===== src/rtl/core/prma_pkg.sv =====
// Shared constants, codes and types of the pixel region mask pipeline.
// No dependencies; every other file in rtl/core imports this package.
package prma_pkg;

	// Width of pixel coordinates and of the coordinate registers.
	localparam int COORD_BITS = 12;
	// Fractional bits of the cone distance.
	localparam int FRAC_BITS = 8;
	// Width of one squared coordinate difference.
	localparam int PROD_W = 2 * COORD_BITS;
	// Width of dx*dx + dy*dy.
	localparam int SQ_W = 2 * COORD_BITS + 1;
	// Width of the fixed-point radius.
	localparam int RAD_W = COORD_BITS + FRAC_BITS;
	// Width of the fixed-point distance, one bit more than the radius.
	localparam int ROOT_W = COORD_BITS + FRAC_BITS + 1;
	// Quotient bits of the cone falloff.
	localparam int QUO_W = 8;
	// Width of the configuration register index.
	localparam int CFG_IDX_W = 4;

	typedef logic [1:0] mode_t;
	localparam mode_t MODE_RECT = 2'd0;
	localparam mode_t MODE_DISC = 2'd1;
	localparam mode_t MODE_CONE = 2'd2;

	typedef logic [CFG_IDX_W-1:0] reg_idx_t;
	localparam reg_idx_t REG_MASK_MODE   = reg_idx_t'(0);
	localparam reg_idx_t REG_CENTER_ROW  = reg_idx_t'(1);
	localparam reg_idx_t REG_CENTER_COL  = reg_idx_t'(2);
	localparam reg_idx_t REG_RADIUS      = reg_idx_t'(3);
	localparam reg_idx_t REG_RECT_TOP    = reg_idx_t'(4);
	localparam reg_idx_t REG_RECT_LEFT   = reg_idx_t'(5);
	localparam reg_idx_t REG_RECT_BOTTOM = reg_idx_t'(6);
	localparam reg_idx_t REG_RECT_RIGHT  = reg_idx_t'(7);

	localparam logic [7:0] MASK_FULL = 8'd255;
	localparam logic [7:0] MASK_NONE = 8'd0;

	typedef struct packed {
		mode_t                 mode;
		logic [COORD_BITS-1:0] center_row;
		logic [COORD_BITS-1:0] center_col;
		logic [COORD_BITS-1:0] radius;
		logic [COORD_BITS-1:0] rect_top;
		logic [COORD_BITS-1:0] rect_left;
		logic [COORD_BITS-1:0] rect_bottom;
		logic [COORD_BITS-1:0] rect_right;
	} cfg_t;

	// Payload that rides along the pipeline next to the arithmetic.
	typedef struct packed {
		logic [7:0] chan_a;
		logic [7:0] chan_b;
		logic [7:0] chan_c;
		logic [7:0] mask;
		logic       cone;
	} side_t;

endpackage


===== src/rtl/core/prma_sqrt.sv =====
// Pipelined integer square root of the squared distance with eight fractional
// bits, one result bit per register stage. Depends on prma_pkg.
module prma_sqrt (
	input  logic                        clk,
	input  logic                        arst_n,
	input  logic                        en,
	input  logic                        in_valid,
	input  logic [prma_pkg::SQ_W-1:0]   sum_sq,
	input  prma_pkg::side_t             side_in,
	output logic                        out_valid,
	output logic [prma_pkg::ROOT_W-1:0] dist_q8,
	output prma_pkg::side_t             side_out
);
	import prma_pkg::*;

	localparam int STEPS   = ROOT_W;
	localparam int RADIX_W = 2 * ROOT_W;

	logic [RADIX_W-1:0] rad_i  [STEPS];
	logic [ROOT_W:0]    rem_i  [STEPS];
	logic [ROOT_W-1:0]  root_i [STEPS];
	side_t              side_i [STEPS];
	logic [STEPS-1:0]   vld_i;

	logic [RADIX_W-1:0] rad_s  [STEPS];
	logic [ROOT_W:0]    rem_s  [STEPS];
	logic [ROOT_W-1:0]  root_s [STEPS];
	side_t              side_s [STEPS];
	logic [STEPS-1:0]   vld_s;

	genvar k;
	generate
		for (k = 0; k < STEPS; k++) begin : g_step
			logic [1:0]        pair;
			logic [ROOT_W+2:0] rem_sh, trial;
			logic              take;

			if (k == 0) begin : g_head
				// The radicand is the squared distance scaled by 2^(2*FRAC_BITS).
				assign rad_i[k]  = RADIX_W'({sum_sq, {(2 * FRAC_BITS){1'b0}}});
				assign rem_i[k]  = '0;
				assign root_i[k] = '0;
				assign side_i[k] = side_in;
				assign vld_i[k]  = in_valid;
			end else begin : g_link
				assign rad_i[k]  = rad_s[k-1];
				assign rem_i[k]  = rem_s[k-1];
				assign root_i[k] = root_s[k-1];
				assign side_i[k] = side_s[k-1];
				assign vld_i[k]  = vld_s[k-1];
			end

			assign pair   = rad_i[k][2 * (STEPS - 1 - k) +: 2];
			assign rem_sh = {rem_i[k], pair};
			assign trial  = {1'b0, root_i[k], 2'b01};
			assign take   = (rem_sh >= trial);

			always_ff @(posedge clk or negedge arst_n) begin
				if (!arst_n) begin
					vld_s[k] <= 1'b0;
				end else if (en) begin
					vld_s[k] <= vld_i[k];
				end
			end

			// The remainder never exceeds twice the partial root, so it fits ROOT_W+1 bits.
			always_ff @(posedge clk) begin
				if (en) begin
					rad_s[k]  <= rad_i[k];
					rem_s[k]  <= take ? (rem_sh[ROOT_W:0] - trial[ROOT_W:0]) : rem_sh[ROOT_W:0];
					root_s[k] <= {root_i[k][ROOT_W-2:0], take};
					side_s[k] <= side_i[k];
				end
			end
		end
	endgenerate

	assign out_valid = vld_s[STEPS-1];
	assign dist_q8   = root_s[STEPS-1];
	assign side_out  = side_s[STEPS-1];

endmodule


===== config.mk =====
export PLATFORM = sky130hd
export DESIGN_NAME = prma_sqrt
export DESIGN_NICKNAME = d
export VERILOG_FILES = /design/src/rtl/core/prma_pkg.sv /design/src/rtl/core/prma_sqrt.sv
export SDC_FILE = /design/constraint.sdc
export NUM_CORES = 2
export LEC_CHECK = 0
export BUFFER_PORTS_ARGS = -buffer_cell sky130_fd_sc_hd__buf_2
export CORE_MARGIN = 2
export CORE_UTILIZATION = 63
export DETAILED_ROUTE_END_ITERATION = 16
export PLACE_DENSITY = 0.89
export SLEW_MARGIN = 20
export SYNTH_ARGS = -nofsm -noshare
export SYNTH_HDL_FRONTEND = slang
export SYNTH_SLANG_ARGS = --single-unit

===== constraint.sdc =====
create_clock -name clk -period 4.4 [get_ports clk]
set_input_delay 0.44 -clock clk [delete_from_list [all_inputs] [get_ports clk]]
set_output_delay 0.44 -clock clk [all_outputs]
set_load 0.01 [all_outputs]

* Yosys cells after proc, flatten, opt, wreduce, memory -nomap -nowiden *
Memory sizes are Yosys's and may differ from the RTL's.
Index checks and enable logic that the tools add are counted.

operators by class
  muxes and demuxes = 23
  divide/modulo/power cells = 0
  $lt $le $gt $ge = 21
  equality and inequality tests = 0
  add/subtract/negate cells = 21
  bitwise logic cells = 0
  reductions and logical operators = 0
  shifts and indexed selects = 0
  multiply operators = 0

operator list
  cell                   count
  $ge A24 B23 Y1         20
  $mux W22               21
  $sub A22 B22 Y22       20
  $mux W1                2
  $sub A1 B1 Y2 const B  1
  $ge A1 B1 Y1 const B   1

word-level totals
  ROM bits = 0
  output and inout port bits = 55
  memories = 4
  word-level logic and storage cells = 90
  latch bits = 0
  flip-flop bits (word level) = 21
  memory bits (writable) = 2478

memories
  memory  words  width  read ports  clocked after memory_dff  wr ports  RTL line         text
  rad_s   21     42     20          0                         21        prma_sqrt.sv:25  logic [RADIX_W-1:0] rad_s [STEPS];
  side_s  21     33     21          0                         21        prma_sqrt.sv:28  side_t side_s [STEPS];
  rem_s   21     22     20          0                         21        prma_sqrt.sv:26  logic [ROOT_W:0] rem_s [STEPS];
  root_s  21     21     21          0                         21        prma_sqrt.sv:27  logic [ROOT_W-1:0] root_s [STEPS];

* Depth between registers and ports, before layout *
An unclocked memory read counts as a cell.

  word-level depth = 3
  gate-level depth with buffers = 13

* Worst setup path after synthesis *
Ideal clock, no wire load.

  path kind = flip-flop to flip-flop
  start = mem rem_s[3][66] in the netlist's numbering
  end = mem rem_s[4][9] in the netlist's numbering (data pin)
  library setup time = 0.260 ns
  period minus slack after synthesis = 3.212 ns
  slack = 1.188 ns
  data arrival time = 2.952 ns
  cell stages (with the launch flop) = 11
  data required time = 4.140 ns
  path buffers = 1
  cell sequence = edfxtp_1 > ha_1 > fa_1 > a211oi_1 > o21ai_0 > a41oi_1 > o211ai_1 > a22o_1 > nor2_4 > buf_2 > mux2_2

RTL lines
  item                RTL line
  start: declaration  prma_sqrt.sv:26

==> impl_results.md <==
- Post-synthesis async set-or-reset flop share: under 10%
- Ranking of synthesized cells by area: edfxtp_1 (73%), ha_1 (4.9%), xnor2_1 (2.3%), xor2_1 (2.0%), inv_1 (1.8%)
- Setup_tns: 0 ns
- Top cell type's share of synthesized area: between 70 and 80%
- Cell internal pwr: 26.1 mW
- CP endpoint kind: flip-flop
- Drt drc: 0
- Net Switching: between 8 and 9 mW
- Max-slew headroom: between 30% and 40%
- Post-synthesis cell type count: 85
- Share of layout cells above drive strength 1: about a tenth
- Gr usage total: between 10% and 20%
- Netlist Area Pre-Place: roughly 0.06 sq mm
- Worst Path Required: between 4 and 5 ns
- Final core utilization: 71.1%
- Via/cell ratio: approximately 5.7
- Antenna viol nets, final: 0
- Nets: approximately 4.6k
- Post-CTS setup repair buffer count: 0
- Cell chain of the critical path: ha_1 > fa_1 > a21oi_1 > o21ai_0 > a211oi_1 > o211ai_1 > a21boi_0 > buf_4 > and2_1 > mux2_2
- LEAKAGE: between 20 and 30 nW
- Period minus WS final: between 3 and 4 ns
- Startpoint Class: flip-flop
- Number of placement rows: 114
- Top FF cell, synth: edfxtp_1
- Initial Util: between 60% and 70%
- Critical path arrival: between 4 and 5 ns
- Setup violators final: 0
- Crit-path max cell delay: approximately 0.47 ns
- Synth area leader: edfxtp_1
- I/O pins: between 100 and 150
- Final period util: a little over four fifths
- Most frequent cells in the layout: edfxtp_1 (1,481), inv_1 (286), ha_1 (237)
- CP max-delay cell: edfxtp_1
- Core area: roughly 0.096 sq mm
- Vias in the first global route: roughly 32k
- H-tree levels: 4
- Cts repair resizes: 0
- Syn_nets: between 4k and 5k
- Number of synthesized register bits: ~1.5k
- Fin. Hold Viols: 0
- Status: finished clean
- Routability congestion estimate: ~0.92
- Synth Area per Inst: 15.5 sq um
- Ys Warns: 0
- Cell Pwr Density: around 500 mW/mm^2
- CP top delay family: compound AO/OA/AOI/OAI gates
- Overall power: approximately 34 mW
- Actual slew at the worst max-slew pin: just over 1 ns
- Critical Path Fanout Max: 14
- Worst min path class: in -> reg
- Sequential element share of the synthesized area: about three quarters
- Worst clock skew: about 0.018 ns
- Die height: 315 um
- CTS sink cnt: 1,502
- Dpl hpwl: around 62,000 um
- Fill cell total of the finished layout: approximately 5.9k
- Global route total overflow: 0
- Post-synth EDFFs: 1,481
- Global-route wire length before repair: approximately 160,000 um
- CP Buf/Inv Count: 1
- Iter 0 DRT Violations: about 2.9k
- Reg power frac: 53.0%
- Unrepaired setup endpoints after global routing: false
- I/O Buffers: about 120
- Die Width: approximately 320 um
- CTS tree: built
- Max-cap viol count: 0
- Worst skew pair latency: 0.74 ns
- Layout area overhead: 12.3%
- CP Class: reg -> reg
- Most common cell after layout, fill and taps aside: edfxtp_1
- Comb power frac: between 10% and 20%
- Sw Share: approximately a quarter
- Final wirelength: roughly 100,000 um
- Max Freq: about 270 MHz
- Pin count of the biggest net entering global routing: between 100 and 150
- Vias: 32.1k
- TritonRoute pass-1 iters: 6
- Clock power frac: 34.4%
- Initial antenna violation count: 1
- Clock transition at the registers of the reported paths: approximately 0.060 ns
- Num CTS Buffers: around 150
- Die Footprint: 0.0994 sq mm
- Peak VDD IR: approximately 0.47 mV
- Slew Limit Fails: 0
- Clk root buf: clkbuf_16
- Mapped Cells: a little under 4k
- Antenna cells: 0
- CTS max path bufs: 3
- Wirelength per Cell: roughly 18 um
sequential cells by signal, indices dropped and copies added (netlist names):
name and cells:
out_valid 1, rad_s 163, side_s 693, root_s 224
vld_i 20, rem_s 401
cell usage after synthesis, drive strengths merged (5+ instances only):
master	n
edfxtp	1481
inv	287
ha	237
nor2	235
nand2	197
a21oi	196
o21ai	177
xnor2	157
xor2	136
nor3	85
a21o	79
mux2	77
nand3	47
nand2b	41
nor4	39
o21a	38
nor2b	30
clkbuf	27
a211oi	26
o211ai	23
o21bai	22
or3	22
a31oi	21
dfrtp	21
nand4	20
buf	18
or4	17
or2	14
a21boi	13
and3	11
and2	10
o31ai	10
a211o	9
nand3b	8
nor3b	8
a2111oi	7
fa	7
and4	6
nand4b	6
o41ai	6
a31o	5
mux2i	5
o22ai	5
power groups by stage:
stage	combinational [mW]	sequential, mW	clock [mW]
global route	4.83	18.4	12.6
detailed placement	4.20	18.5	0
global placement	3.99	18.4	0
finish	4.34	18.2	11.8
CTS	4.31	18.2	12.1
floorplan	3.10	18.2	0
path summary, 6_finish.rpt:
kind,from,end,slack (ns),cells after the start
max,rem_s[3][22]$_SDFFCE_PP0P_,rem_s[3][47]$_DFFE_PP_,0.67,10
min,en,side_s[0][9]$_DFFE_PP_,0.16,1
max reg2reg,rem_s[3][22]$_SDFFCE_PP0P_,rem_s[3][47]$_DFFE_PP_,0.67,10
min reg2reg,side_s[0][145]$_DFFE_PP_,side_s[0][178]$_DFFE_PP_,0.41,0
max in group asynchronous,arst_n,vld_i[12]$_DFFE_PN0P_,3.90,2
min in group asynchronous,arst_n,vld_i[11]$_DFFE_PN0P_,0.18,2
through the flow:
step	setup slack (ns)	cells	cell area, sq um	hold WS, ns
after floorplan	1.19	3931	61000	0.144
after global placement	0.858	5312	63400	0.400
after detailed placement	0.734	5312	63400	0.405
after CTS	0.704	5630	68600	0.133
after global routing	0.412	5630	68600	0.181
final	0.666	5630	68600	0.162
what timing repair did:
action	CTS	global route
hold buffers	60	0
endpoints found under the setup margin	0	0
endpoints found under the hold margin	80	0
layout make-up:
cell class / instances / area (sq um) / area share [%]
clock buffers: 191 / 3920 / 5.71
clock inverters: 67 / 618 / 0.901
inverters: 287 / 1080 / 1.57
multi-input cells: 2097 / 14800 / 21.5
flip-flops and latches: 1502 / 45000 / 65.6
well taps: 1276 / 1600 / 2.33
repair buffers: 210 / 1590 / 2.32
layer usage:
layer / GRT usage [%] / up-vias / share of wire (%) / wire length (um)
li1: - / 15400 / - / -
met1: 24.4 / 15700 / 40 / 39400
met2: 35.3 / 849 / 52 / 51700
met3: 3.51 / 209 / 4.7 / 4630
met4: 8.06 / 0 / 2.9 / 2910
met5: 0 / - / 0 / 0
kinds of logic after synthesis:
family	Yosys count	share of synthesized area, %
AO/OA/AOI/OAI	674	6.94
XOR/XNOR	293	4.20
adder cells (fa/ha/maj)	244	5.09
buffers and inverters	332	2.11
flip-flops	1502	73.7
multiplexers	82	1.50
other	1	0.00614
AND/OR/NAND/NOR	803	6.43
Note: power is estimated with default switching activity, not from simulation.
