--- src/rtl/core/prma_pkg.sv ---
// Shared constants, codes and types of the pixel region mask pipeline.
// No dependencies; every other file in rtl/core imports this package.
package prma_pkg;

	// Width of pixel coordinates and of the coordinate registers.
	localparam int COORD_BITS = 12;
	// Fractional bits of the cone distance.
	localparam int FRAC_BITS = 8;
	// Width of one squared coordinate difference.
	localparam int PROD_W = 2 * COORD_BITS;
	// Width of dx*dx + dy*dy.
	localparam int SQ_W = 2 * COORD_BITS + 1;
	// Width of the fixed-point radius.
	localparam int RAD_W = COORD_BITS + FRAC_BITS;
	// Width of the fixed-point distance, one bit more than the radius.
	localparam int ROOT_W = COORD_BITS + FRAC_BITS + 1;
	// Quotient bits of the cone falloff.
	localparam int QUO_W = 8;
	// Width of the configuration register index.
	localparam int CFG_IDX_W = 4;

	typedef logic [1:0] mode_t;
	localparam mode_t MODE_RECT = 2'd0;
	localparam mode_t MODE_DISC = 2'd1;
	localparam mode_t MODE_CONE = 2'd2;

	typedef logic [CFG_IDX_W-1:0] reg_idx_t;
	localparam reg_idx_t REG_MASK_MODE   = reg_idx_t'(0);
	localparam reg_idx_t REG_CENTER_ROW  = reg_idx_t'(1);
	localparam reg_idx_t REG_CENTER_COL  = reg_idx_t'(2);
	localparam reg_idx_t REG_RADIUS      = reg_idx_t'(3);
	localparam reg_idx_t REG_RECT_TOP    = reg_idx_t'(4);
	localparam reg_idx_t REG_RECT_LEFT   = reg_idx_t'(5);
	localparam reg_idx_t REG_RECT_BOTTOM = reg_idx_t'(6);
	localparam reg_idx_t REG_RECT_RIGHT  = reg_idx_t'(7);

	localparam logic [7:0] MASK_FULL = 8'd255;
	localparam logic [7:0] MASK_NONE = 8'd0;

	typedef struct packed {
		mode_t                 mode;
		logic [COORD_BITS-1:0] center_row;
		logic [COORD_BITS-1:0] center_col;
		logic [COORD_BITS-1:0] radius;
		logic [COORD_BITS-1:0] rect_top;
		logic [COORD_BITS-1:0] rect_left;
		logic [COORD_BITS-1:0] rect_bottom;
		logic [COORD_BITS-1:0] rect_right;
	} cfg_t;

	// Payload that rides along the pipeline next to the arithmetic.
	typedef struct packed {
		logic [7:0] chan_a;
		logic [7:0] chan_b;
		logic [7:0] chan_c;
		logic [7:0] mask;
		logic       cone;
	} side_t;

endpackage

--- src/rtl/core/prma_cone.sv ---
// Cone falloff: floor(255 * (R - d) / R) by restoring division, one quotient
// bit per register stage after two setup stages. Depends on prma_pkg.
module prma_cone (
	input  logic                            clk,
	input  logic                            arst_n,
	input  logic                            en,
	input  logic                            in_valid,
	input  logic [prma_pkg::ROOT_W-1:0]     dist_q8,
	input  prma_pkg::side_t                 side_in,
	input  logic [prma_pkg::COORD_BITS-1:0] radius,
	output logic                            out_valid,
	output prma_pkg::side_t                 side_out
);
	import prma_pkg::*;

	localparam int NUM_W = RAD_W + QUO_W;

	logic [RAD_W-1:0] big_r;
	logic             live_c;
	logic [NUM_W-1:0] num_c;

	logic             vld_s1, live_s1;
	logic [RAD_W-1:0] diff_s1;
	side_t            side_s1;

	logic             vld_s2, live_s2;
	logic [RAD_W-1:0] rem_s2;
	logic [QUO_W-1:0] low_s2;
	side_t            side_s2;

	logic [QUO_W-1:0] vld_i, live_i;
	logic [RAD_W-1:0] rem_i  [QUO_W];
	logic [QUO_W-1:0] low_i  [QUO_W];
	logic [QUO_W-1:0] quo_i  [QUO_W];
	side_t            side_i [QUO_W];

	logic [QUO_W-1:0] vld_d, live_d;
	logic [RAD_W-1:0] rem_d  [QUO_W];
	logic [QUO_W-1:0] low_d  [QUO_W];
	logic [QUO_W-1:0] quo_d  [QUO_W];
	side_t            side_d [QUO_W];

	assign big_r  = {radius, {FRAC_BITS{1'b0}}};
	assign live_c = side_in.cone && (big_r != '0) && (dist_q8 < ROOT_W'(big_r));
	// 255 * n taken as n * 256 - n.
	assign num_c  = {diff_s1, {QUO_W{1'b0}}} - NUM_W'(diff_s1);

	always_ff @(posedge clk or negedge arst_n) begin
		if (!arst_n) begin
			vld_s1 <= 1'b0;
			vld_s2 <= 1'b0;
		end else if (en) begin
			vld_s1 <= in_valid;
			vld_s2 <= vld_s1;
		end
	end

	always_ff @(posedge clk) begin
		if (en) begin
			live_s1 <= live_c;
			diff_s1 <= big_r - dist_q8[RAD_W-1:0];
			side_s1 <= side_in;
			// The quotient stays below 256, so the upper part starts below R.
			live_s2 <= live_s1;
			rem_s2  <= num_c[NUM_W-1:QUO_W];
			low_s2  <= num_c[QUO_W-1:0];
			side_s2 <= side_s1;
		end
	end

	genvar j;
	generate
		for (j = 0; j < QUO_W; j++) begin : g_div
			logic [RAD_W:0] rem_sh;
			logic           take;

			if (j == 0) begin : g_head
				assign vld_i[j]  = vld_s2;
				assign live_i[j] = live_s2;
				assign rem_i[j]  = rem_s2;
				assign low_i[j]  = low_s2;
				assign quo_i[j]  = '0;
				assign side_i[j] = side_s2;
			end else begin : g_link
				assign vld_i[j]  = vld_d[j-1];
				assign live_i[j] = live_d[j-1];
				assign rem_i[j]  = rem_d[j-1];
				assign low_i[j]  = low_d[j-1];
				assign quo_i[j]  = quo_d[j-1];
				assign side_i[j] = side_d[j-1];
			end

			assign rem_sh = {rem_i[j], low_i[j][QUO_W-1-j]};
			assign take   = (rem_sh >= {1'b0, big_r});

			always_ff @(posedge clk or negedge arst_n) begin
				if (!arst_n) begin
					vld_d[j] <= 1'b0;
				end else if (en) begin
					vld_d[j] <= vld_i[j];
				end
			end

			always_ff @(posedge clk) begin
				if (en) begin
					live_d[j] <= live_i[j];
					rem_d[j]  <= take ? (rem_sh[RAD_W-1:0] - big_r) : rem_sh[RAD_W-1:0];
					low_d[j]  <= low_i[j];
					quo_d[j]  <= {quo_i[j][QUO_W-2:0], take};
					side_d[j] <= side_i[j];
				end
			end
		end
	endgenerate

	always_comb begin
		side_out = side_d[QUO_W-1];
		if (side_d[QUO_W-1].cone) begin
			side_out.mask = live_d[QUO_W-1] ? quo_d[QUO_W-1] : MASK_NONE;
		end
	end

	assign out_valid = vld_d[QUO_W-1];

endmodule

--- config.mk ---
export PLATFORM = sky130hd
export DESIGN_NAME = prma_cone
export DESIGN_NICKNAME = d
export VERILOG_FILES = /design/src/rtl/core/prma_pkg.sv /design/src/rtl/core/prma_cone.sv
export SDC_FILE = /design/constraint.sdc
export NUM_CORES = 1
export LEC_CHECK = 0
export BUFFER_PORTS_ARGS = -buffer_cell sky130_fd_sc_hd__buf_2
export CORE_UTILIZATION = 35
export DETAILED_ROUTE_END_ITERATION = 12
export PLACE_DENSITY = 0.54
export SLEW_MARGIN = 15
export SYNTH_ARGS = -nofsm -noshare
export SYNTH_HDL_FRONTEND = slang
export SYNTH_SLANG_ARGS = --single-unit
--- constraint.sdc ---
create_clock -name clk -period 4.07 [get_ports clk]
set_clock_uncertainty 0.15 [all_clocks]
set_input_delay 0.814 -clock clk [delete_from_list [all_inputs] [get_ports clk]]
set_output_delay 0.814 -clock clk [all_outputs]
set_load 0.01 [all_outputs]
; Yosys cells after proc, flatten, opt, wreduce, memory -nomap -nowiden
; Memory sizes are Yosys's and may differ from the RTL's.
; Cells that the tools add are included.
[totals]
ff_bits = 134
latchBits = 0
ram_bits = 552
mem_bits_ro = 0
elab_cells = 71
memories = 4
[op_classes]
add_sub_neg = 10
mul = 0
div = 0
magnitude_cmp = 9
n_eq_ne = 0
shift = 0
mux = 12
n_bitwise = 0
n_reduce_logical = 3
[mem_list]
columns = memory, depth, word_bits, rd, rd_ports_with_merged_regs, write_ports, line_no
row1 = side_d, 8, 33, 8, 0, 8, prma_cone.sv:41  ; side_t side_d [QUO_W];
row2 = rem_d, 8, 20, 7, 0, 8, prma_cone.sv:38  ; logic [RAD_W-1:0] rem_d [QUO_W];
row3 = low_d, 8, 8, 7, 0, 8, prma_cone.sv:39  ; logic [QUO_W-1:0] low_d [QUO_W];
row4 = quo_d, 8, 8, 8, 0, 8, prma_cone.sv:40  ; logic [QUO_W-1:0] quo_d [QUO_W];
[op_table]
columns = cell, count
row1 = $sub A20 B20 Y20, 9
row2 = $ge A21 B20 Y1, 8
row3 = $mux W20, 8
row4 = $sub A28 B20 Y28, 1
row5 = $lt A21 B20 Y1, 1
row6 = $reduce_bool A20 Y1, 1
row7 = $mux W8, 2
row8 = $logic_and A1 B1 Y1, 2
row9 = $mux W1, 2

; Logic depth before layout (Yosys ltp)
[depth]
ltp_word = 3
mapped_depth = 11

; Worst setup path after synthesis
; No wires, ideal clock.
[synth_path]
path_type = input -> register
from = input port radius[1] (netlist name)
to = memory rem_d[0][32] (netlist name), data pin
t_arrival_ns = 3.057
slack_ns = 0.603
stages = 10
path_buffers = 1
cell_sequence = inv_1 > ha_1 > nor2b_1 > o31a_1 > o21ai_2 > or4b_1 > a41oi_2 > or2_4 > buf_6 > mux2_4
[synth_lines]
columns = item, line_no
row1 = "start, declared", prma_cone.sv:10  ; input logic [prma_pkg::COORD_BITS-1:0] radius,
row2 = "end, declared", prma_cone.sv:38

==> key figures <==
Clock network
  • Post-CTS Setup Bufs: 0
  • Post-CTS sizing: 0
  • Clk_lat worst skew: 0.60 ns
  • CTS H-tree lvls: 3
  • CTS Hold Bufs: 1
  • CTS Buf Count: between 60 and 70
  • Clock transition at path regs: around 0.060 ns
  • Clock Tree Buf Depth: 3
  • Clock sink count: roughly 600
  • TritonCTS clock tree: built
  • CTS root buffer: clkbuf_16

Placed design
  • Final Wtd Congestion: about 0.84
  • Worst slack at placement: -0.2352 ns
  • Port Buf Inserts: 103
  • DP HPWL: 31.25 mm

Logic synthesis
  • Syn Area/Cell: 16.11 um^2
  • Most frequent cell after synthesis: edfxtp_1
  • List of most frequent post-synthesis cells: 592 x edfxtp_1, 133 x ha_1, 86 x a21oi_1, 79 x inv_1, 75 x nor2_1
  • Seq cells post-synth: between 600 and 700
  • Top_reg_cell synth: edfxtp_1
  • EDFF count, synth: around 590
  • Syn Nets: between 1500 and 2000
  • Dominant cells by area after synthesis: edfxtp_1 69%, ha_1 6.4%, xnor2_1 2.3%
  • Synth cell types: between 60 and 70
  • Yosys top cell area share: approximately 69%
  • Async SR Flop Fraction: between 1.5 and 2%
  • Sequential fraction of the synthesis area: between 60 and 70%
  • Synth warn: 0
  • Syn Std Cell Area: around 26000 um^2
  • Cells after synthesis: about 1600
  • Yosys top cell by area: edfxtp_1

Worst hold path
  • Worst Hold Class: primary input to flip-flop

Route
  • Drt initial violations: about 740
  • Remaining antenna violation count after routing: 0
  • Final wirelength: 45.09 mm
  • Drt wl/cell: between 15 and 20 um
  • Vias: approximately 13000
  • DR DRC count: 0
  • Pre-antenna DRT Iters: 5
  • Via density: between 4 and 5

Floorplan
  • Number of core rows: 99
  • Die width: ~270 um
  • DIE AREA: ~75000 um^2
  • Core area: around 73000 um^2
  • Die Ht: between 200 and 300 um
  • IO Count: between 100 and 150
  • Initial Util: between 30% and 40%

Layout
  • Multi-input logic area: about 7000 um^2
  • Register area: roughly 18000 um^2
  • Layout cell share with drive strength beyond 1: 20.44%
  • Fillers: 6547
  • Layout overhead on the synthesized area: 17.01%
  • Layout Nets: between 2000 and 2500
  • Final design utilization: 41.40%

Job
  • Maxcap violations: 0

Pwr
  • Design Power: around 20 mW
  • PwrDens: ~650 nW/um^2
  • Worst IR drop on VDD: approximately 0.3 mV
  • Leakage: 11.14 nW

Worst setup path
  • Path depth of the worst reg2reg path: 8
  • Critical path launch point type: primary input
  • Crit-path leading delay family: compound AO/OA/AOI/OAI gates
  • Setup CP Type: primary input to flip-flop
  • CP Capture Type: flip-flop
  • Crit Path Max Fanout: 13
  • Required time worst endpoint: 4.26 ns
  • CP bufs+invs: 2
  • CP Depth: 10
  • R2R Setup Slk: approximately 0.7 ns
  • Reg2reg start: rem_d[1][28]$_DFFE_PP_
  • Max stage delay on crit path: about 0.96 ns
  • End of the critical path: rem_d[1][39]$_DFFE_PP_
  • CP Cell Sequence: buf_2 > inv_1 > ha_1 > nor2b_1 > o31a_1 > nor3_1 > o21a_1 > a21oi_2 > a2111oi_4 > mux2_2
  • FF-to-FF End: rem_d[1][50]$_DFFE_PP_
  • Critical Path AT: between 3 and 4 ns
  • Crit path launch: radius[1]
  • Slowest cell on crit path: a2111oi_4

Timing
  • Max frequency: 272.0 MHz
  • Period utilization: roughly 90%
  • RSZ-0062 raised after global routing: no
  • Setup violators final: 0
  • Setup ws final: 0.3941 ns
  • Max Transition Viols Final: 0
  • Slew margin rel.: a little over a quarter
  • Worst Tran Pin Value: about 1.1 ns
  • Final Hold Viols: 0
  • Final min period: 3.676 ns

Outcome
  • Outcome: finished, final reports clean

Global routing
  • Initial antenna violation count: 1
  • Total track usage: 12.08%
  • First-pass GRT wire length: ~72 mm
  • Congestion Overflow GR: 0
  • Largest net degree at the start of global routing: slightly above 80
  • Number of global-route vias before repair: 14060
## worst reg2reg max path, cell delays in order, from the launching register on
cell and delay [ns]:
edfxtp_1 0.40, ha_1 0.31, nor2b_1 0.15, o31a_1 0.27, nor3_1 0.18, o31a_2 0.20
a21oi_2 0.07, a2111oi_4 0.98, mux2_2 0.42
## registers in the layout, summed over array words and instances, names as in the netlist, 7 cells and up
register  flops
low_d        49
low_s2        8
side_i       33
diff_s1      20
rem_d       119
rem_s2       20
live_d        8
side_s1      33
side_d      264
vld_d         7
quo_d        36
## placed cells by master (no fill, tap or decap), types with 16 or more instances in the layout
cell type / synthesis / final
o21ai_0: 40 / 40
nand3_1: 33 / 33
buf_4: 27 / 50
nor2b_1: 38 / 38
clkbuf_16: 0 / 68
mux2_2: 44 / 44
nand2_1: 40 / 40
edfxtp_1: 592 / 592
nor3_1: 29 / 29
inv_1: 79 / 79
buf_2: 1 / 102
a21oi_1: 86 / 86
a21o_1: 22 / 22
o21a_1: 27 / 27
mux2_4: 35 / 35
xor2_1: 23 / 23
xnor2_1: 68 / 68
nor2_1: 75 / 75
ha_1: 133 / 133
o21bai_1: 16 / 16
## metal layers
layer | up-vias | wire, um | track usage (%)
met3 | 102 | 1747 | 2.298
li1 | 6560 | - | -
met5 | - | 13 | 0
met4 | 2 | 1625 | 6.189
met1 | 6553 | 19960 | 14.84
met2 | 235 | 21740 | 20.21
## where the power goes
part	internal [mW]	total (mW)	switching, mW
Combinational	2.67	5.09	2.42
Clock	3.72	6.17	2.45
Sequential	8.01	8.39	0.385
Total	14.4	19.7	5.26
## how the worst min path moves through the flow
stage / from / endpoint / slack (ns) / depth (start not counted)
floorplan: live_s2$_DFFE_PP_ / live_d[0]$_DFFE_PP_ / 0.25 / 0
global placement: side_d[0][58]$_DFFE_PP_ / side_d[0][91]$_DFFE_PP_ / 0.25 / 0
detailed placement: low_d[0][3]$_DFFE_PP_ / low_d[1][3]$_DFFE_PP_ / 0.25 / 0
CTS: side_in[12] / side_s1[12]$_DFFE_PP_ / 0.19 / 1
global route: side_in[10] / side_s1[10]$_DFFE_PP_ / 0.20 / 1
finish: side_in[12] / side_s1[12]$_DFFE_PP_ / 0.24 / 1
## cell type report
class | count | area share [%]
Clock inverter | 40 | 1.674
Inverter | 79 | 0.9817
Timing Repair Buffer | 168 | 3.943
Clock buffer | 83 | 5.886
Sequential cell | 602 | 59.68
Multi-Input combinational cell | 882 | 23.85
Antenna cell | 1 | 0.008285
Tap cell | 959 | 3.972
## metrics by stage
stage | hold WS, ns | instances | setup TNS, ns | instance area (um^2)
final | 0.2381 | 2814 | 0 | 30210
after global routing | 0.2043 | 2813 | 0 | 30200
after CTS | 0.1908 | 2813 | 0 | 30200
after detailed placement | 0.2545 | 2689 | -5.202 | 27910
after global placement | 0.2503 | 2689 | -4.086 | 27910
after floorplan | 0.2503 | 1602 | 0 | 25810
## cell families (layout without fill, tap and decap cells)
| kind of cell | Yosys count | count (layout) | synth area share, % |
|---|---|---|---|
| buffers and inverters | 118 | 370 | 2.259 |
| other | 0 | 1 | 0 |
| adders and majority gates | 140 | 140 | 6.989 |
| xor gates and xnor gates | 91 | 91 | 3.087 |
| AOI/OAI and AO/OA | 253 | 253 | 6.810 |
| DFF | 602 | 602 | 69.83 |
| muxes | 93 | 93 | 4.498 |
| and+or+nand+nor | 305 | 305 | 6.524 |
Note: power is estimated with default switching activity, not from simulation.
