[src/rtl/core/prma_pkg.sv]
// Shared constants, codes and types of the pixel region mask pipeline.
// No dependencies; every other file in rtl/core imports this package.
package prma_pkg;

	// Width of pixel coordinates and of the coordinate registers.
	localparam int COORD_BITS = 12;
	// Fractional bits of the cone distance.
	localparam int FRAC_BITS = 8;
	// Width of one squared coordinate difference.
	localparam int PROD_W = 2 * COORD_BITS;
	// Width of dx*dx + dy*dy.
	localparam int SQ_W = 2 * COORD_BITS + 1;
	// Width of the fixed-point radius.
	localparam int RAD_W = COORD_BITS + FRAC_BITS;
	// Width of the fixed-point distance, one bit more than the radius.
	localparam int ROOT_W = COORD_BITS + FRAC_BITS + 1;
	// Quotient bits of the cone falloff.
	localparam int QUO_W = 8;
	// Width of the configuration register index.
	localparam int CFG_IDX_W = 4;

	typedef logic [1:0] mode_t;
	localparam mode_t MODE_RECT = 2'd0;
	localparam mode_t MODE_DISC = 2'd1;
	localparam mode_t MODE_CONE = 2'd2;

	typedef logic [CFG_IDX_W-1:0] reg_idx_t;
	localparam reg_idx_t REG_MASK_MODE   = reg_idx_t'(0);
	localparam reg_idx_t REG_CENTER_ROW  = reg_idx_t'(1);
	localparam reg_idx_t REG_CENTER_COL  = reg_idx_t'(2);
	localparam reg_idx_t REG_RADIUS      = reg_idx_t'(3);
	localparam reg_idx_t REG_RECT_TOP    = reg_idx_t'(4);
	localparam reg_idx_t REG_RECT_LEFT   = reg_idx_t'(5);
	localparam reg_idx_t REG_RECT_BOTTOM = reg_idx_t'(6);
	localparam reg_idx_t REG_RECT_RIGHT  = reg_idx_t'(7);

	localparam logic [7:0] MASK_FULL = 8'd255;
	localparam logic [7:0] MASK_NONE = 8'd0;

	typedef struct packed {
		mode_t                 mode;
		logic [COORD_BITS-1:0] center_row;
		logic [COORD_BITS-1:0] center_col;
		logic [COORD_BITS-1:0] radius;
		logic [COORD_BITS-1:0] rect_top;
		logic [COORD_BITS-1:0] rect_left;
		logic [COORD_BITS-1:0] rect_bottom;
		logic [COORD_BITS-1:0] rect_right;
	} cfg_t;

	// Payload that rides along the pipeline next to the arithmetic.
	typedef struct packed {
		logic [7:0] chan_a;
		logic [7:0] chan_b;
		logic [7:0] chan_c;
		logic [7:0] mask;
		logic       cone;
	} side_t;

endpackage

[src/rtl/core/prma_scale.sv]
// Channel scaling: each channel times the mask, divided by 255 with the
// reciprocal identity for 8-bit products. Two register stages. Depends on prma_pkg.
module prma_scale (
	input  logic            clk,
	input  logic            arst_n,
	input  logic            en,
	input  logic            in_valid,
	input  prma_pkg::side_t side_in,
	output logic            out_valid,
	output logic [7:0]      chan_a,
	output logic [7:0]      chan_b,
	output logic [7:0]      chan_c,
	output logic [7:0]      mask
);
	import prma_pkg::*;

	logic        vld_s1, vld_s2;
	logic [15:0] pa_s1, pb_s1, pc_s1;
	logic [7:0]  mask_s1;
	logic [7:0]  a_s2, b_s2, c_s2, mask_s2;

	// Exact floor(x / 255) for any x up to 255 * 255, the largest product of two 8-bit values.
	function automatic logic [7:0] div_by_255(input logic [15:0] x);
		logic [16:0] t;
		t = 17'(x) + 17'd1;
		t = t + (t >> 8);
		return t[15:8];
	endfunction

	always_ff @(posedge clk or negedge arst_n) begin
		if (!arst_n) begin
			vld_s1 <= 1'b0;
			vld_s2 <= 1'b0;
		end else if (en) begin
			vld_s1 <= in_valid;
			vld_s2 <= vld_s1;
		end
	end

	always_ff @(posedge clk) begin
		if (en) begin
			pa_s1   <= 16'(side_in.chan_a) * 16'(side_in.mask);
			pb_s1   <= 16'(side_in.chan_b) * 16'(side_in.mask);
			pc_s1   <= 16'(side_in.chan_c) * 16'(side_in.mask);
			mask_s1 <= side_in.mask;
			a_s2    <= div_by_255(pa_s1);
			b_s2    <= div_by_255(pb_s1);
			c_s2    <= div_by_255(pc_s1);
			mask_s2 <= mask_s1;
		end
	end

	assign out_valid = vld_s2;
	assign chan_a    = a_s2;
	assign chan_b    = b_s2;
	assign chan_c    = c_s2;
	assign mask      = mask_s2;

endmodule
[config.mk]
export PLATFORM = sky130hd
export DESIGN_NAME = prma_scale
export DESIGN_NICKNAME = d
export VERILOG_FILES = /design/src/rtl/core/prma_pkg.sv /design/src/rtl/core/prma_scale.sv
export SDC_FILE = /design/constraint.sdc
export NUM_CORES = 1
export LEC_CHECK = 0
export BUFFER_PORTS_ARGS = -buffer_cell sky130_fd_sc_hd__buf_2
export CORE_MARGIN = 2
export CORE_UTILIZATION = 50
export DETAILED_ROUTE_END_ITERATION = 16
export PLACE_DENSITY = 0.8
export SYNTH_ARGS = -nofsm -noshare
export SYNTH_HDL_FRONTEND = slang
export SYNTH_SLANG_ARGS = --single-unit
[constraint.sdc]
create_clock -name clk -period 2.8 [get_ports clk]
set_input_delay 0.84 -clock clk [delete_from_list [all_inputs] [get_ports clk]]
set_output_delay 0.84 -clock clk [all_outputs]
set_load 0.005 [all_outputs]
# Word level (Yosys, flattened, before mapping)
# Index checks and enable logic that the tools add are counted.
# word_totals
rom_bits,0
ff_bits,90
latchBits,0
output_inout_bits,33
input_bits,37
ramBits,0
wordCells,19
memories,0
# op_classes
shift,0
muxes,0
n_div,0
multipliers,3
n_lt_le_gt_ge,0
eq_ne,0
bitwise,0
reduce_logical,0
addsub,6
# ops
op,count
$add A16 B1 Y17 const B,3
$add A16 B9 Y16,3
$mul A8 B8 Y16,3

# Longest topological paths before layout
# Gate-level depths: netlist of run 1.
# logic_depth
depth_word,2
mapped_depth,16
depth_no_buf,15

# Worst setup path after synthesis of run 1
# OpenSTA, ideal clock, no wires.
# synth_timing
path_kind,input to register
start,input port side_in[8] (netlist bit)
end,"register pb_s1[15], data pin"
setup_ns,0.260
arrival_ns,4.697
t_required_ns,2.540
path_stages,15
setup_slack_ns,-2.157
path_buffers,1
cell_sequence,clkbuf_1 nand2_1 fa_1 fa_1 inv_1 fa_1 inv_1 fa_1 inv_1 ha_1 o21ai_0 a21oi_1 o41ai_1 o21ai_0 xnor2_1
# synth_via
elab_chain_cells,1
# synth_lines
item,line_no,rtl
start: declaration,prma_scale.sv:8,"input prma_pkg::side_t side_in,"
$mul A8 B8 Y16,prma_scale.sv:43,pb_s1 <= 16'(side_in.chan_b) * 16'(side_in.mask);
end signal: assignment,prma_scale.sv:43,
end: declaration,prma_scale.sv:18,"logic [15:0] pa_s1, pb_s1, pc_s1;"
# No other way between the ends.
# A chain may end at the register's enable or synchronous reset.

# Final worst setup path of run 1
# layout_timing
start,input port side_in[7] (netlist bit)
end,"register pa_s1[13], data pin"
# layout_via
elab_chain_cells,1
# layout_lines
item,line_no,rtl
$mul A8 B8 Y16,prma_scale.sv:42,pa_s1 <= 16'(side_in.chan_a) * 16'(side_in.mask);
end signal: assignment,prma_scale.sv:42,
end: declaration,prma_scale.sv:18,
# No other way between the ends.

==> impl_metrics.env, run 1 <==
export IMPL_endpoint_kind="register"
export IMPL_worstPathArrival_ps=4450
export IMPL_area_growth_pct=42.4
export IMPL_place_detailed_hpwl_um=19900
export IMPL_setup_viol=51
export IMPL_skew_ps=11.8
export IMPL_rsz0062_at_grt="true"
export IMPL_synth_cell_types=62
export IMPL_fill_cells=1387
export IMPL_yosys_area_top_type="edfxtp_1"
export IMPL_die_width_um=152
export IMPL_synth_most_common_cell="inv_1"
export IMPL_clk_latency_ps=370
export IMPL_vias=9188
export IMPL_period_share_pct=155
export IMPL_synth_common_cells="inv_1, and2_1, ha_1"
export IMPL_critPathMaxFanout=11
export IMPL_final_min_clock_period_ps=4340
export IMPL_synthTopCellsByArea="edfxtp_1, fa_1, ha_1, and2_1, inv_1"
export IMPL_ir_worst_vdd_mv=0.431
export IMPL_fmax_mhz=231
export IMPL_die_height_um=152
export IMPL_drcViolationCount=0
export IMPL_drtPass1Iterations=5
export IMPL_clock_root_buffer="clkbuf_16"
export IMPL_cts_buffers=9
export IMPL_clkTransAtPathRegs_ps=70
export IMPL_cp_num_buf_inv=4
export IMPL_cp_required_ps=2910
export IMPL_power_density_nw_per_um2=849
export IMPL_htree_levels=3
export IMPL_fin_nets=1691
export IMPL_yosys_warnings=0
export IMPL_antenna_found_initial=2
export IMPL_synth_edf_count=88
export IMPL_status="finished, violations left"
export IMPL_drv_slew=0
export IMPL_seq_area_frac_synth_pct=24.7
export IMPL_yosysTopAreaCellShare_pct=24.3
export IMPL_worst_slew_pin_slew_ps=775
export IMPL_worstPathCellList="buf_12 -> buf_6 -> and2_4 -> fa_1 -> fa_2 -> fa_1 -> inv_2 -> fa_1 -> inv_2 -> ha_4 -> o21a_1 -> o31ai_4 -> a21oi_2 -> a31oi_1 -> xnor2_1"
export IMPL_whs_ps=251
export IMPL_p_total_w=0.0132
export IMPL_grt_max_degree=59
export IMPL_cts_buffer_depth=2
export IMPL_p_leak_nw=7.20
export IMPL_grt_ovfl_total=0
export IMPL_syn_area_per_cell_um2=10.0
export IMPL_drive_gt1_share_pct=43.8
export IMPL_syn_inst=1087
export IMPL_grt_pass1_wl_um=45100
export IMPL_synthArstFlopShare_pct=2.22
export IMPL_dp_cells=1619
export IMPL_cts_sinks=90
export IMPL_tritoncts="done"
export IMPL_slowest_delay_ps=550
export IMPL_crit_type="input port to register"
export IMPL_critPathTopFamily="adder cells"
export IMPL_viasPerCell=5.41
export IMPL_violations="negative setup slack"
export IMPL_drtIter0Drc=494
export IMPL_grt_pass1_vias=9660
export IMPL_hold_violations=0
export IMPL_maxCapViolCount=0
export IMPL_core_area_um2=21600
export IMPL_io_buffers=68
export IMPL_rr_worst_depth=12
export IMPL_syn_area_um2=10900
export IMPL_cp_start_kind="input port"
export IMPL_placementRows=54
export IMPL_path_depth=15
export IMPL_cp_common_cell="fa_1"
export IMPL_stdcell_count=1698
export IMPL_post_route_util_pct=71.8
export IMPL_relSlewSlack_pct=47.8
export IMPL_grt_total_usage_pct=24.9
export IMPL_worstHoldPathType="input port to async pin"
export IMPL_synthFlopType="edfxtp_1"
export IMPL_slowest_stage="fa_1"
export IMPL_setup_ws_ps=-1540
export IMPL_ios=70
export IMPL_wl_per_cell_um=17.6
export IMPL_gp_congestion=0.863
export IMPL_die_area_um2=23000
export IMPL_synth_seq_cells=90
export IMPL_wirelength_um=29900
export IMPL_ant_nets=0
export IMPL_initial_utilization_pct=50.4
export IMPL_preCtsSetupSlack_ps=-1940
export IMPL_syn_num_nets=1367
[placed cells by master (no fill, tap or decap), types with 6 or more instances in the layout]
cell	n
fa_2	17
o21ai_2	9
xor2_1	26
buf_6	41
a21oi_1	17
a21o_1	13
nand3_2	7
nor3_4	7
nand2_4	6
inv_1	134
clkbuf_16	9
a21oi_2	17
edfxtp_1	88
nand2_1	40
nor3_1	8
buf_12	9
ha_1	104
nor2_1	26
inv_2	32
xor2_2	6
xnor2_2	15
buf_2	53
xnor2_1	48
nand4_1	13
and2_1	120
and2_4	41
ha_4	27
nor2_2	12
buf_4	221
nand3_1	16
nand2_2	13
fa_1	91
[where the power goes]
part	internal, W	switching [W]	total, W
combinational	0.00487	0.00452	0.00939
sequential	0.00219	0.000277	0.00247
clock	0.000782	0.000542	0.00132
total	0.00784	0.00534	0.0132
[kinds of logic (layout without fill, tap and decap cells)]
group | Yosys count | count (layout) | synth area share, %
adders and majority gates | 243 | 243 | 35.3
and+or+nand+nor | 364 | 364 | 19.2
buffers and inverters | 185 | 514 | 6.37
other | 0 | 2 | 0
DFF | 90 | 90 | 24.7
muxes | 2 | 2 | 0.207
AOI/OAI and AO/OA | 108 | 108 | 6.48
xor gates and xnor gates | 95 | 95 | 7.70
[stage by stage]
stage	TNS, ps	cell area [um2]
detailed placement	-60050	13600
CTS	-40250	14800
floorplan	-42530	11600
global route	-49130	15500
global placement	-56630	13600
finish	-44890	15500
[final cells by class]
class,count,area (um2),share of cell area [%]
sequential,90,2690,17.3
timing repair buffer,331,2670,17.2
multi-input combinational,812,8860,57.1
inverter,167,628,4.05
clock inverter,5,78.8,0.508
antenna,2,5.00,0.0322
tap,280,350,2.26
clock buffer,11,233,1.50
[state kept, by name, summed over array words and instances (netlist names)]
signal / flops
chan_b: 8
out_valid: 1
pa_s1: 16
mask: 8
chan_c: 8
chan_a: 8
pc_s1: 16
pb_s1: 16
mask_s1: 8
vld_s1: 1
[layer usage]
metal / part of all wire [%] / track usage [%]
met4: 3.7 / 10.0
met1: 39 / 29.3
met3: 4.6 / 3.47
met5: 0.027 / 0
met2: 53 / 45.5
[final timing paths]
kind	from	end	slack (ps)
max in group asynchronous	arst_n	vld_s1	2450
max reg2reg	pc_s1[0]	chan_c[7]	-340
min	arst_n	out_valid	250
max	side_in[7]	pa_s1[13]	-1540
min in group clk	mask_s1[6]	mask[6]	420
min reg2reg	mask_s1[6]	mask[6]	420
[worst reg2reg max path: stages (launching register included)]
cell	delay, ps
edfxtp_1	410
ha_4	150
nand4_1	190
or4b_4	580
xor2_2	150
clkinv_2	100
ha_4	280
nand4_1	110
a21oi_2	220
nor3_4	90
a211oi_4	260
nand4_1	170
xnor2_1	180
[timing repair]
action,4_1_cts,5_1_grt
pin swaps,101,102
setup buffers,32,30
endpoints found under the hold margin,0,0
resized for setup,163,110
hold buffers,0,0
setup endpoints to repair,57,58
cloned,3,0
Power figures use the tool's default switching activity.
==> inputs of run 2 (changes only) <==
--- a/config.mk
+++ b/config.mk
@@ -10,6 +10,7 @@
 export CORE_UTILIZATION = 50
 export DETAILED_ROUTE_END_ITERATION = 16
 export PLACE_DENSITY = 0.8
+export SKIP_CTS_REPAIR_TIMING = 1
 export SYNTH_ARGS = -nofsm -noshare
 export SYNTH_HDL_FRONTEND = slang
 export SYNTH_SLANG_ARGS = --single-unit
==> run 2 against run 1 <==
Against the previous run:
- the run still ends with negative setup slack left
- critical path depth did not move
- fmax decreased by 0.97%
- largest power group unchanged
- clock skew grew 0.84 ps
- critical path type unchanged
- via count decreased by 2.5%
- highest routed layer is now met4
==> impl_metrics.env, run 2 (synthesized netlist as in run 1, its figures left out) <==
export IMPL_status="finished, violations left"
export IMPL_violations="negative setup slack"
export IMPL_path_depth=15
export IMPL_antenna_found_initial=1
export IMPL_fin_nets=1672
export IMPL_p_leak_nw=7.07
export IMPL_fill_cells=1414
export IMPL_clkTransAtPathRegs_ps=70
export IMPL_finalSetupTns_ps=-43060
export IMPL_ir_worst_vdd_mv=0.449
export IMPL_die_width_um=152
export IMPL_multi_input_area_um2=8830
export IMPL_wl_per_cell_um=16.8
export IMPL_final_min_clock_period_ps=4380
export IMPL_cts_sinks=90
export IMPL_intPower_w=0.00763
export IMPL_clock_root_buffer="clkbuf_16"
export IMPL_rsz0062_at_grt="true"
export IMPL_grt_max_degree=59
export IMPL_grt_pass1_vias=9047
export IMPL_critPathTopFamily="adder cells"
export IMPL_clk_latency_ps=360
export IMPL_die_area_um2=23000
export IMPL_critPathMaxFanout=5
export IMPL_core_area_um2=21600
export IMPL_vias=8954
export IMPL_combPwrFrac_pct=70.3
export IMPL_placed_area_um2=13600
export IMPL_cp_num_buf_inv=4
export IMPL_setup_viol=48
export IMPL_seq_power_share_pct=19.3
export IMPL_wirelength_um=28300
export IMPL_initial_utilization_pct=50.4
export IMPL_endpoint_kind="register"
export IMPL_io_buffers=68
export IMPL_largestRegisters="pa_s1 (16), pb_s1 (16), pc_s1 (16)"
export IMPL_grt_ovfl_total=0
export IMPL_cts_buffers=9
export IMPL_grt_total_usage_pct=22.1
export IMPL_regArea_um2=2690
export IMPL_worstPathCellList="buf_12 -> buf_6 -> and2_4 -> fa_1 -> fa_2 -> fa_1 -> inv_2 -> fa_1 -> inv_2 -> ha_4 -> o21a_1 -> o31ai_4 -> a21oi_2 -> a31oi_1 -> xnor2_1"
export IMPL_ios=70
export IMPL_placementRows=54
export IMPL_rr_worst_depth=12
export IMPL_cp_common_cell="fa_1"
export IMPL_preCtsSetupSlack_ps=-1940
export IMPL_switchingPower_w=0.00514
export IMPL_dp_cells=1619
export IMPL_drtPass1Iterations=5
export IMPL_period_share_pct=156
export IMPL_final_common_cell="buf_4"
export IMPL_worst_slew_pin_slew_ps=743
export IMPL_grt_pass1_wl_um=40700
export IMPL_relSlewSlack_pct=49.9
export IMPL_hold_violations=0
export IMPL_slowest_stage="fa_1"
export IMPL_tritoncts="done"
export IMPL_drv_slew=0
export IMPL_skew_ps=12.6
export IMPL_cp_required_ps=2900
export IMPL_maxCapViolCount=0
export IMPL_die_height_um=152
export IMPL_p_sw_share_pct=40.3
export IMPL_final_area_um2=15400
export IMPL_area_growth_pct=41.3
export IMPL_stdcell_count=1678
export IMPL_worstPathArrival_ps=4480
export IMPL_viasPerCell=5.34
export IMPL_worstHoldPathType="input port to async pin"
export IMPL_slowest_delay_ps=580
export IMPL_drive_gt1_share_pct=42.5
export IMPL_fmax_mhz=228
export IMPL_drtIter0Drc=475
export IMPL_layout_common_cells="buf_4, inv_1, and2_1, ha_1, fa_1"
export IMPL_gp_congestion=0.863
export IMPL_setup_ws_ps=-1580
export IMPL_crit_type="input port to register"
export IMPL_post_route_util_pct=71.2
export IMPL_power_density_nw_per_um2=830
export IMPL_cts_buffer_depth=2
export IMPL_ant_nets=0
export IMPL_clock_power_share_pct=10.4
export IMPL_cp_start_kind="input port"
export IMPL_htree_levels=3
export IMPL_drcViolationCount=0
export IMPL_place_detailed_hpwl_um=19900
## run 2: layer usage
layer | routed length, um | global-route usage [%] | vias up | share of wire, %
li1 | - | - | 4212 | -
met1 | 11300 | 27.3 | 4458 | 40
met2 | 15200 | 39.9 | 221 | 54
met3 | 997 | 2.81 | 63 | 3.5
met4 | 866 | 7.78 | 0 | 3.1
met5 | 0 | 0 | - | 0
## run 2: cell type report
type / count / area share [%]
inverters: 167 / 4.07
well taps: 280 / 2.28
flip-flops and latches: 90 / 17.5
clock buffers: 11 / 1.51
repair buffers: 312 / 16.7
clock inverters: 5 / 0.512
multi-input cells: 812 / 57.4
diodes: 1 / 0.0163
## run 2: through the flow
step	hold WS [ps]	total power (W)
2_1_floorplan	400	0.00721
3_3_place_gp	405	0.00942
3_5_place_dp	405	0.00972
4_1_cts	246	0.0111
5_1_grt	255	0.0137
6_report	255	0.0128
## run 2: power by group through the flow
stage,logic (W),registers [W],clock network [W]
2_1_floorplan,0.00466,0.00255,0
3_5_place_dp,0.00724,0.00249,0
6_report,0.00898,0.00247,0.00132
3_3_place_gp,0.00696,0.00246,0
5_1_grt,0.00979,0.00253,0.00139
4_1_cts,0.00731,0.00246,0.00134
## run 2: final timing paths
kind                       startpoint         to  slack [ps]
max                        side_in[8]  pa_s1[13]       -1580
min                            arst_n  out_valid         260
max reg2reg                  pc_s1[0]  chan_c[7]        -340
min reg2reg                mask_s1[6]    mask[6]         420
max in group asynchronous      arst_n     vld_s1        2440
min in group clk           mask_s1[6]    mask[6]         420
## run 2: worst reg2reg max path: cells and delay by family (launching register included)
kind            cells  cell delay, ps
simple gates        5            1100
xor+xnor            2             340
flops               1             410
fa+ha+maj           2             420
compound gates      2             540
buf+inv             1              70
